### src/mir_pkg.sv
// ----------------------------------------------------------------------------
// mir_pkg: shared types and constants for the MAC to ID registry
// Table geometry, action and status codes, table entry and memory request.
// ----------------------------------------------------------------------------
`default_nettype none

package mir_pkg;

  localparam int TABLE_DEPTH = 32;
  localparam int IDX_W       = $clog2(TABLE_DEPTH);
  localparam int CNT_W       = $clog2(TABLE_DEPTH + 1);

  localparam int MAC_W   = 48;
  localparam int ID_W    = 8;
  localparam int TYPE_W  = 8;
  localparam int OIDX_W  = 5;

  localparam logic [ID_W-1:0] INVALID_ID_RESET = 8'd255;
  localparam logic [ID_W-1:0] FIRST_ID         = 8'd1;

  typedef enum logic [1:0] {
    ACT_RESOLVE  = 2'd0,
    ACT_REGISTER = 2'd1,
    ACT_FIND     = 2'd2
  } action_t;

  typedef enum logic [1:0] {
    ST_OK        = 2'd0,
    ST_FULL      = 2'd1,
    ST_NOT_FOUND = 2'd2
  } status_t;

  typedef enum logic [1:0] {
    S_IDLE,
    S_SCAN,
    S_DECIDE
  } state_t;

  typedef struct packed {
    logic [MAC_W-1:0]  mac;
    logic [ID_W-1:0]   id;
    logic [TYPE_W-1:0] ntype;
  } mir_entry_t;

  typedef struct packed {
    logic             we;
    logic [IDX_W-1:0] waddr;
    mir_entry_t       wdata;
    logic [IDX_W-1:0] raddr;
  } mem_req_t;

  // Low bits of a table position as reported on the result
  function automatic logic [OIDX_W-1:0] out_index(input logic [CNT_W-1:0] p);
    logic [CNT_W+OIDX_W-1:0] w;
    w = {{OIDX_W{1'b0}}, p};
    return w[OIDX_W-1:0];
  endfunction

endpackage

`default_nettype wire

### src/mir_table.sv
// ----------------------------------------------------------------------------
// mir_table: entry storage
// One write port, one read port with registered read data.
// ----------------------------------------------------------------------------
`default_nettype none

module mir_table
  import mir_pkg::*;
(
  input  wire logic       clk,
  input  wire mem_req_t   mem_req,
  output mir_entry_t      rdata
);

  mir_entry_t mem [TABLE_DEPTH];

  always_ff @(posedge clk) begin
    if (mem_req.we) begin
      mem[mem_req.waddr] <= mem_req.wdata;
    end
  end

  always_ff @(posedge clk) begin
    rdata <= mem[mem_req.raddr];
  end

endmodule

`default_nettype wire

### src/mir_ctrl.sv
// ----------------------------------------------------------------------------
// mir_ctrl: search sequencer and result logic
// Streams table reads through one comparator, then resolves, appends or
// reports, and holds the result in an output register.
// ----------------------------------------------------------------------------
`default_nettype none

module mir_ctrl
  import mir_pkg::*;
(
  input  wire logic              clk,
  input  wire logic              rst,
  input  wire logic              in_valid,
  output      logic              in_stall,
  input  wire logic [1:0]        action,
  input  wire logic [MAC_W-1:0]  mac_address,
  input  wire logic [ID_W-1:0]   reported_id,
  input  wire logic [TYPE_W-1:0] node_type,
  input  wire logic              cfg_wr_en,
  input  wire logic [ID_W-1:0]   cfg_wr_data,
  output      logic              out_valid,
  input  wire logic              out_stall,
  output      logic [ID_W-1:0]   node_id,
  output      logic [OIDX_W-1:0] entry_index,
  output      logic              found,
  output      logic [1:0]        status,
  output      mem_req_t          mem_req,
  input  wire mir_entry_t        rdata
);

  state_t state, state_next;

  logic [ID_W-1:0]   invalid_id_code;
  logic [CNT_W-1:0]  entry_count, entry_count_next;
  logic [ID_W-1:0]   next_free_id, next_free_id_next;

  logic [1:0]        act_q;
  logic [MAC_W-1:0]  mac_q;
  logic [ID_W-1:0]   rep_q;
  logic [TYPE_W-1:0] type_q;

  logic [CNT_W-1:0]  rd_idx;
  logic              pend;
  logic [IDX_W-1:0]  pend_idx;
  logic              hit;
  logic [IDX_W-1:0]  hit_pos;
  logic [ID_W-1:0]   hit_id;

  logic              accept;
  logic              out_free;
  logic              match;
  logic              scan_more;
  logic              scan_done;
  logic              full;

  logic              res_load;
  logic [ID_W-1:0]   res_id;
  logic [CNT_W-1:0]  res_pos;
  logic              res_found;
  status_t           res_status;

  assign in_stall  = (state != S_IDLE);
  assign accept    = in_valid && !in_stall;
  assign out_free  = !out_valid || !out_stall;
  assign match     = pend && (rdata.mac == mac_q);
  assign scan_more = (rd_idx < entry_count);
  assign scan_done = match || (!pend && !scan_more);
  assign full      = (entry_count == CNT_W'(TABLE_DEPTH));

  // Next state
  always_comb begin
    state_next = state;
    unique case (state)
      S_IDLE:   if (accept) state_next = S_SCAN;
      S_SCAN:   if (scan_done) state_next = S_DECIDE;
      S_DECIDE: if (out_free) state_next = S_IDLE;
      default:  state_next = S_IDLE;
    endcase
  end

  // Result and table update
  always_comb begin
    res_load          = (state == S_DECIDE) && out_free;
    res_id            = '0;
    res_pos           = '0;
    res_found         = 1'b0;
    res_status        = ST_OK;
    entry_count_next  = entry_count;
    next_free_id_next = next_free_id;
    mem_req.we        = 1'b0;
    mem_req.waddr     = entry_count[IDX_W-1:0];
    mem_req.wdata.mac   = mac_q;
    mem_req.wdata.id    = next_free_id;
    mem_req.wdata.ntype = '0;
    mem_req.raddr     = rd_idx[IDX_W-1:0];

    unique case (act_q)
      ACT_RESOLVE: begin
        if (hit) begin
          res_id    = hit_id;
          res_pos   = CNT_W'(hit_pos);
          res_found = 1'b1;
        end else if (full) begin
          res_status = ST_FULL;
        end else begin
          mem_req.we        = res_load;
          res_id            = next_free_id;
          res_pos           = entry_count;
          next_free_id_next = next_free_id + ID_W'(1);
          entry_count_next  = entry_count + CNT_W'(1);
        end
      end
      ACT_REGISTER: begin
        res_found = hit;
        if (full) begin
          res_status = ST_FULL;
        end else begin
          mem_req.we          = res_load;
          mem_req.wdata.ntype = type_q;
          res_pos             = entry_count;
          entry_count_next    = entry_count + CNT_W'(1);
          if (rep_q == invalid_id_code) begin
            res_id            = next_free_id;
            next_free_id_next = next_free_id + ID_W'(1);
          end else begin
            res_id = rep_q;
          end
          mem_req.wdata.id = res_id;
        end
      end
      default: begin
        // find, and the unused code behaves the same
        if (hit) begin
          res_pos   = CNT_W'(hit_pos);
          res_found = 1'b1;
        end else begin
          res_status = ST_NOT_FOUND;
        end
      end
    endcase
  end

  always_ff @(posedge clk) begin
    if (rst) begin
      state           <= S_IDLE;
      invalid_id_code <= INVALID_ID_RESET;
      entry_count     <= '0;
      next_free_id    <= FIRST_ID;
      out_valid       <= 1'b0;
      pend            <= 1'b0;
      hit             <= 1'b0;
    end else begin
      state <= state_next;
      if (cfg_wr_en) invalid_id_code <= cfg_wr_data;

      if (accept) begin
        hit  <= 1'b0;
        pend <= 1'b0;
      end else if (state == S_SCAN) begin
        pend <= scan_more && !match;
        if (match) hit <= 1'b1;
      end

      if (res_load) begin
        out_valid    <= 1'b1;
        entry_count  <= entry_count_next;
        next_free_id <= next_free_id_next;
      end else if (!out_stall) begin
        out_valid <= 1'b0;
      end
    end
  end

  // Request capture, scan counter and result register
  always_ff @(posedge clk) begin
    if (accept) begin
      act_q  <= action;
      mac_q  <= mac_address;
      rep_q  <= reported_id;
      type_q <= node_type;
      rd_idx <= '0;
    end else if (state == S_SCAN && scan_more) begin
      rd_idx   <= rd_idx + CNT_W'(1);
      pend_idx <= rd_idx[IDX_W-1:0];
    end
    if (match && state == S_SCAN) begin
      hit_pos <= pend_idx;
      hit_id  <= rdata.id;
    end
    if (res_load) begin
      node_id     <= res_id;
      entry_index <= out_index(res_pos);
      found       <= res_found;
      status      <= res_status;
    end
  end

endmodule

`default_nettype wire

### src/mac_to_id_registry_top.sv
// ----------------------------------------------------------------------------
// mac_to_id_registry_top: MAC address to node ID registry
// Linear search over the entry table, then resolve, register or find.
// ----------------------------------------------------------------------------
//  channel  | handshake            | payload
//  ---------+----------------------+--------------------------------------------
//  request  | in_valid / in_stall  | action, mac_address, reported_id, node_type
//  result   | out_valid/ out_stall | node_id, entry_index, found, status
//  config   | cfg_wr_en            | cfg_wr_data (invalid ID code)
//
//  A request reads the stored entries in order and stops early on a match:
//  one table read per cycle through the single read port and comparator,
//  then a decide/append state, then the result register. The result
//  register holds while out_stall is high; the next request is accepted as
//  soon as the previous one has been loaded there.
//  Synchronous active-high reset returns counts, control and the invalid ID
//  code to their reset values; table contents are not cleared.
`default_nettype none

module mac_to_id_registry_top
  import mir_pkg::*;
(
  input  wire logic              clk,
  input  wire logic              rst,
  input  wire logic              in_valid,
  output      logic              in_stall,
  input  wire logic [1:0]        action,
  input  wire logic [MAC_W-1:0]  mac_address,
  input  wire logic [ID_W-1:0]   reported_id,
  input  wire logic [TYPE_W-1:0] node_type,
  input  wire logic              cfg_wr_en,
  input  wire logic [ID_W-1:0]   cfg_wr_data,
  output      logic              out_valid,
  input  wire logic              out_stall,
  output      logic [ID_W-1:0]   node_id,
  output      logic [OIDX_W-1:0] entry_index,
  output      logic              found,
  output      logic [1:0]        status
);

  mem_req_t   mem_req;
  mir_entry_t rdata;

  mir_ctrl u_ctrl (
    .clk         (clk),
    .rst         (rst),
    .in_valid    (in_valid),
    .in_stall    (in_stall),
    .action      (action),
    .mac_address (mac_address),
    .reported_id (reported_id),
    .node_type   (node_type),
    .cfg_wr_en   (cfg_wr_en),
    .cfg_wr_data (cfg_wr_data),
    .out_valid   (out_valid),
    .out_stall   (out_stall),
    .node_id     (node_id),
    .entry_index (entry_index),
    .found       (found),
    .status      (status),
    .mem_req     (mem_req),
    .rdata       (rdata)
  );

  mir_table u_table (
    .clk     (clk),
    .mem_req (mem_req),
    .rdata   (rdata)
  );

endmodule

`default_nettype wire
### config.mk
export PLATFORM = sky130hd
export DESIGN_NAME = mac_to_id_registry_top
export DESIGN_NICKNAME = d
export VERILOG_FILES = /design/src/mir_pkg.sv /design/src/mir_table.sv /design/src/mir_ctrl.sv /design/src/mac_to_id_registry_top.sv
export SDC_FILE = /design/constraint.sdc
export NUM_CORES = 2
export LEC_CHECK = 0
export ABC_AREA = 1
export BUFFER_PORTS_ARGS = -buffer_cell sky130_fd_sc_hd__buf_4
export CORE_MARGIN = 1.5
export CORE_UTILIZATION = 43
export CTS_BUF_LIST = sky130_fd_sc_hd__clkbuf_16
export DETAILED_ROUTE_END_ITERATION = 7
export PLACE_DENSITY = 0.68
export SLEW_MARGIN = 20
export SYNTH_ARGS = -nofsm -noshare
export SYNTH_HDL_FRONTEND = slang
export SYNTH_SLANG_ARGS = --single-unit
### constraint.sdc
create_clock -name clk -period 6.19 [get_ports clk]
set_input_delay 0.619 -clock clk [delete_from_list [all_inputs] [get_ports clk]]
set_output_delay 0.619 -clock clk [all_outputs]
set_load 0.05 [all_outputs]
# Yosys cells after proc, flatten, opt, wreduce, memory -nomap -nowiden

Memories as Yosys holds them, arrays and structs flattened. A register that Yosys moved wholly into a read port is not among the register bits.
Cells that the tools add are included.

Add/subtract/negate cells: 3
Order comparisons: 1
Equality and inequality tests: 14
Muxes and demuxes: 36
Bitwise logic cells: 1
Reductions and logical operators: 25

Operators with widths:

| cell                | count |
|---|---|
| $mux 8              | 8 |
| $eq 48x48->1        | 1 |
| $mux 16             | 2 |
| $pmux 8 s2          | 2 |
| $mux 5              | 3 |
| $add 6x1->6 const B | 2 |
| $mux 6              | 2 |
| $pmux 6 s2          | 1 |
| $mux 2              | 5 |
| $ne 2x1->1 const B  | 5 |
| $pmux 5 s2          | 1 |
| $mux 1              | 9 |
| $add 8x1->8 const B | 1 |
| $eq 8x8->1          | 1 |
| $logic_and 1x1->1   | 7 |
| $eq 6x6->1 const B  | 1 |
| $logic_not 1->1     | 6 |
| $lt 6x6->1          | 1 |
| $ne 2x2->1 const B  | 3 |
| $pmux 2 s3          | 1 |
| $reduce_and 3->1    | 2 |
| $reduce_and 6->1    | 1 |
| $eq 2x1->1 const B  | 2 |
| $logic_not 2->1     | 2 |
| 8 further kinds     | 11 |

Bits in registers: 133
Memory bits (writable): 2,048
Input bits: 79
Word-level logic and storage cells: 100
Memories: 1

Memory list:

| name        | depth | bits a word | read ports | clocked after memory_dff | wr ports | RTL line        | RTL |
|---|---|---|---|---|---|---|---|
| u_table.mem | 32    | 64          | 1          | 1                        | 1        | mir_table.sv:15 | `mir_entry_t mem [TABLE_DEPTH];` |

# Longest topological paths before layout

Depth in word-level cells: 8
Mapped depth: 12
Depth with buffers taken out: 12

# By module

A second synthesis with hierarchy kept.

Cell total of the unflattened synthesis: 7,443
Area total of the unflattened synthesis: 89,280.6 µm²

By module, submodules not included:

| module    | times used | cells an instance | area each (µm²) | sequential area each (µm²) |
|---|---|---|---|---|
| mir_table | 1          | 6,768             | 83,022.1        | 62,780.2 |
| mir_ctrl  | 1          | 675               | 6,258.5         | 3,663.5 |

# Worst setup path before layout

Ideal clock, no wire load.

Path type: in2reg
Start point: in out_stall
End point: mem u_table.mem[11][10] in the netlist's numbering (enable)
Setup time: 0.470 ns
Arrival time: 4.079 ns
Setup slack: 1.641 ns
Cell stages on the path: 8
Cell sequence: nand2_1 > nand3_1 > inv_1 > nand3_2 > inv_1 > nand2_1 > buf_2 > nor2_1

Word-level cells in the longest chain between the ends: 8

RTL lines:

| element                        | RTL line                         | RTL |
|---|---|---|
| start: declaration             | mac_to_id_registry_top.sv:34     | `input wire logic out_stall,` |
| $logic_not 1->1 *              | mir_ctrl.sv:64                   | `assign out_free = !out_valid \|\| !out_stall;` |
| $logic_or 1x1->1 *             | mir_ctrl.sv:64                   |  |
| $logic_and 1x1->1 *            | mir_ctrl.sv:83                   | `res_load = (state == S_DECIDE) && out_free;` |
| net u_ctrl.res_load            | mir_ctrl.sv:56                   | `logic res_load;` |
| $mux 1 *                       | mir_ctrl.sv:103, mir_ctrl.sv:115 |  |
| $mux 1                         | mir_ctrl.sv:99                   | `if (hit) begin` |
| $pmux 1 s2 *                   | mir_ctrl.sv:97                   | `unique case (act_q)` |
| $mux 1 *                       | mir_table.sv:18                  | `if (mem_req.we) begin` |
| $mux 1 (not written as such) * | mir_table.sv:19                  | `mem[mem_req.waddr] <= mem_req.wdata;` |
| end: declaration               | mir_table.sv:15                  |  |

Mark *: on every way through the listed nets, which the timed path passes. The rest lies on a longest branch.

# Worst setup path after layout

Start point: reg u_ctrl.state[1]
End point: mem u_table.mem[16][28] in the netlist's numbering (enable)

Word-level cells in the longest chain between the ends: 7

RTL lines:

| element                        | RTL line                         | RTL |
|---|---|---|
| start: declaration             | mir_ctrl.sv:31                   | `state_t state, state_next;` |
| start signal: assignment       | mir_ctrl.sv:153                  | `state <= state_next;` |
| $eq 2x2->1 *                   | mir_ctrl.sv:83                   |  |
| $logic_and 1x1->1 *            | mir_ctrl.sv:83                   |  |
| net u_ctrl.res_load            | mir_ctrl.sv:56                   |  |
| $mux 1 *                       | mir_ctrl.sv:103, mir_ctrl.sv:115 |  |
| $mux 1                         | mir_ctrl.sv:99                   |  |
| $pmux 1 s2 *                   | mir_ctrl.sv:97                   |  |
| $mux 1 *                       | mir_table.sv:18                  |  |
| $mux 1 (not written as such) * | mir_table.sv:19                  |  |

Marks and branches as above.

==> results.py <==
metrics = {
    "layout": {
        "area.growth.synth_to_final_pct": 13.6,
        "layout.cell_area.non_filler_um2": 87300,
        "fin_nets": 6114,
        "finish.utilization": 0.493,
        "layout-drive-gt1-share": 0.0894,
        "antenna-diode-count": 0,
    },
    "die": {
        "die-area_um2": 181000,
        "floorplan.rows": 154,
        "die_w_um": 426,
        "core_area_um2": 177000,
        "i_o_pin_total": 97,
        "die_y_um": 426,
        "initial_utilization": 0.434,
    },
    "synthesis": {
        "ys.warnings.count": 0,
        "postSynth.topFlopCell": "sky130_fd_sc_hd__edfxtp_1",
        "synthArstFlopShare": 0,
        "synth.most_common_cell": "sky130_fd_sc_hd__edfxtp_1",
        "synth-edff-count": 1884,
        "mappedNetlistArea_um2": 76800,
        "avgSynthCellArea_um2": 13.0,
        "netlist_top_cells_count": "1884 x sky130_fd_sc_hd__edfxtp_1, 1185 x sky130_fd_sc_hd__nor2_1, 913 x sky130_fd_sc_hd__o21ai_0",
        "most_area_hungry_cell_type_in_the_yosys_netlist": "sky130_fd_sc_hd__edfxtp_1",
        "netlist-cell-type-count": 36,
        "synthTopCellsByArea": "sky130_fd_sc_hd__edfxtp_1 74%, sky130_fd_sc_hd__o21ai_0 5.9%, sky130_fd_sc_hd__nor2_1 5.8%",
        "netlist_instances": 5913,
        "mappedNetlistNets": 6003,
        "synthDominantCellAreaShare": 0.736,
        "seq_area_frac_synth": 0.759,
        "synth-seq-cells": 1973,
    },
    "pwr": {
        "power-per-cell-area_nw_per_um2": 332,
        "vdd.ir_drop.worst_mv": 0.318,
        "switchingPower_mw": 7.09,
        "cellLeakagePower_nw": 28.9,
        "power.share.switching": 0.244,
        "power_frac_seq": 0.518,
        "power.share.clock": 0.388,
        "internal_pwr_total_mw": 21.9,
        "power_frac_comb": 0.094,
        "total_power_mw": 29.0,
    },
    "clock_tree": {
        "numCtsBuffers": 194,
        "cts-htree-levels": 4,
        "clkSlewWorstSetupHoldPaths_ns": 0.06,
        "hold_buffers": 66,
        "ctsResizeCount": 0,
        "clock_sink_count": 1973,
        "clock-root-buffer": "sky130_fd_sc_hd__clkbuf_16",
        "postCtsSetupRepairBufs": 0,
        "insertion_delay_ns": 0.86,
        "cts_tree": "built",
        "cts-root-to-sink-buffers": 3,
    },
    "global_route": {
        "antenna_found_initial": 1,
        "grt_first_pass_wirelength_um": 296000,
        "grt_start_max_net_pins": 235,
        "groute.usage.overall": 0.217,
        "global_route.overflow_total": 0,
        "first_global_vias": 46200,
    },
    "worst_setup_path": {
        "setup.worst_path.start_class": "register",
        "timing.reg2reg.worst_path_depth": 7,
        "critical_path_peak_fanout": 22,
        "worst_ep_arrival_time_ns": 4.37,
        "timing.reg2reg.setup_slack_ns": 2.29,
        "critPathLaunch": "u_ctrl.state[1]$_SDFFE_PP0P_",
        "class_of_the_most_critical_setup_path": "reg -> reg",
        "worstReg2RegEnd": "u_table.mem[16][28]$_DFFE_PP_",
        "worst_ep_required_time_ns": 6.67,
        "timing.critical_path.to_type": "register",
        "crit-reg2reg-launch": "u_ctrl.state[1]$_SDFFE_PP0P_",
    },
    "min_path": {
        "holdCritPathClass": "in -> reg",
        "worstHoldStart": "cfg_wr_en",
        "min_delay_endpoint": "u_ctrl.invalid_id_code[6]$_SDFFE_PP1P_",
        "worstHoldPathCells": 3,
    },
    "route": {
        "first_iter_violations": 6616,
        "detailedRoute.firstPassIterationCount": 6,
        "met2_wirelength_um": 93900,
        "dr.max_layer_used": "met4",
        "route.met3.wl_um": 18700,
        "routed_via_density": 5.73,
        "drcViolationCount": 0,
        "drt-met1-wl_um": 81600,
        "ant_nets": 0,
        "finalWirelength_um": 200000,
        "route.detailed.wl_per_inst_um": 23.5,
        "vias": 48900,
    },
    "timing": {
        "period_share": 0.629,
        "setup_viol": 0,
        "fmaxAchievable_mhz": 257,
        "max_transition_viols_final": 0,
        "final-hold-violation-count": 0,
        "sum_of_negative_setup_slack_ns": 0,
        "unrepaired_setup_endpoints_after_global_routing": "false",
        "worst_clk_skew_ns": 0.0464,
        "period_needed_ns": 3.90,
        "maxSlewHeadroom": 0.244,
        "timing.hold.ws_ns": 0.0529,
        "worst-slew-pin-transition_ns": 1.13,
    },
    "flow_run": {
        "max_cap_violations": 0,
    },
    "placement": {
        "place.detailed.hpwl_um": 102000,
        "gp_congestion": 0.825,
        "placed_cell_area_um2": 80400,
        "place.port_buffers": 88,
    },
    "status": {
        "run_status": "complete, no violations",
    },
}
[placed cells by master (no fill, tap or decap), drive strengths merged]
master,n
dfxtp,89
o221ai,19
buf,227
o21a,1
nand4,59
a21oi,30
nand2,418
o22ai,227
nor2,1186
ha,11
dlygate4sd3,66
nand3,149
bufinv,11
xor2,4
nor4,1
a21boi,2
inv,231
o211ai,213
xnor2,14
nor3,6
clkbuf,197
o21ai,1036
clkinv,92
edfxtp,1884
a31oi,4
clkinvlp,9
nor3b,3
[power by group through the flow]
stage	Combinational, mW	Clock [mW]	Sequential, mW
2_1_floorplan	1.66	0	15.4
3_3_place_gp	2.61	0	15.3
3_5_place_dp	2.67	0	15.3
4_1_cts	2.72	11.4	15.0
5_1_grt	3.02	11.9	15.0
6_report	2.73	11.2	15.0
[worst max-delay path, stage by stage, from the launching register on]
cell and delay [ns]:
sky130_fd_sc_hd__dfxtp_1 0.39, sky130_fd_sc_hd__nand3_1 0.09, sky130_fd_sc_hd__inv_1 0.52, sky130_fd_sc_hd__nand3_2 0.24
sky130_fd_sc_hd__inv_1 0.23, sky130_fd_sc_hd__nand2_1 0.51, sky130_fd_sc_hd__nor2_4 1.03, sky130_fd_sc_hd__buf_4 0.49
[worst max-delay path by stage]
stage | to | cells after the start
2_1_floorplan | u_table.mem[11][10]$_DFFE_PP_ | 8
5_1_grt | u_table.mem[16][28]$_DFFE_PP_ | 8
4_1_cts | u_table.mem[16][28]$_DFFE_PP_ | 7
3_5_place_dp | u_table.mem[16][30]$_DFFE_PP_ | 9
6_report | u_table.mem[16][28]$_DFFE_PP_ | 7
3_3_place_gp | u_table.mem[6][42]$_DFFE_PP_ | 9
[state kept, by name, indices dropped and copies added (netlist names), 2 cells and up]
name	cells
u_ctrl.next_free_id	8
u_table.rdata	56
u_table.mem	1792
u_ctrl.invalid_id_code	8
u_ctrl.entry_index	5
u_ctrl.rd_idx	6
u_ctrl.rep_q	8
u_ctrl.act_q	2
u_ctrl.entry_count	6
u_ctrl.mac_q	48
u_ctrl.status	2
u_ctrl.pend_idx	5
u_ctrl.hit_pos	5
u_ctrl.state	2
u_ctrl.node_id	8
u_ctrl.hit_id	8
[cells by family after synthesis]
kind of cell / after synthesis / synth area share
adders and majority gates: 11 / 0.00179
xor gates and xnor gates: 18 / 0.00205
and+or+nand+nor: 1822 / 0.0939
AOI/OAI and AO/OA: 1532 / 0.112
buffers and inverters: 557 / 0.0310
DFF: 1973 / 0.759
[metal layers]
layer	vias up	global-route usage
met2	2418	0.344
li1	21900	-
met5	-	0
met3	344	0.0380
met1	24300	0.305
met4	0	0.0718
[cell type report]
| cell class | instances | area (um2) |
|---|---|---|
| Timing Repair Buffer | 293 | 2760 |
| Fill cell | 14800 | 89600 |
| Inverter | 179 | 706 |
| Tap cell | 2340 | 2930 |
| Sequential cell | 1973 | 58400 |
| Multi-Input combinational cell | 3383 | 16400 |
| Clock inverter | 164 | 1170 |
| Clock buffer | 197 | 4930 |
[per-stage QoR]
stage / cells / setup slack (ns)
2_1_floorplan: 5913 / 1.64
3_3_place_gp: 8098 / 1.91
3_5_place_dp: 8100 / 1.88
4_1_cts: 8527 / 2.26
5_1_grt: 8529 / 2.05
6_report: 8529 / 2.29
No activity file was read; power rests on OpenSTA's default activity.
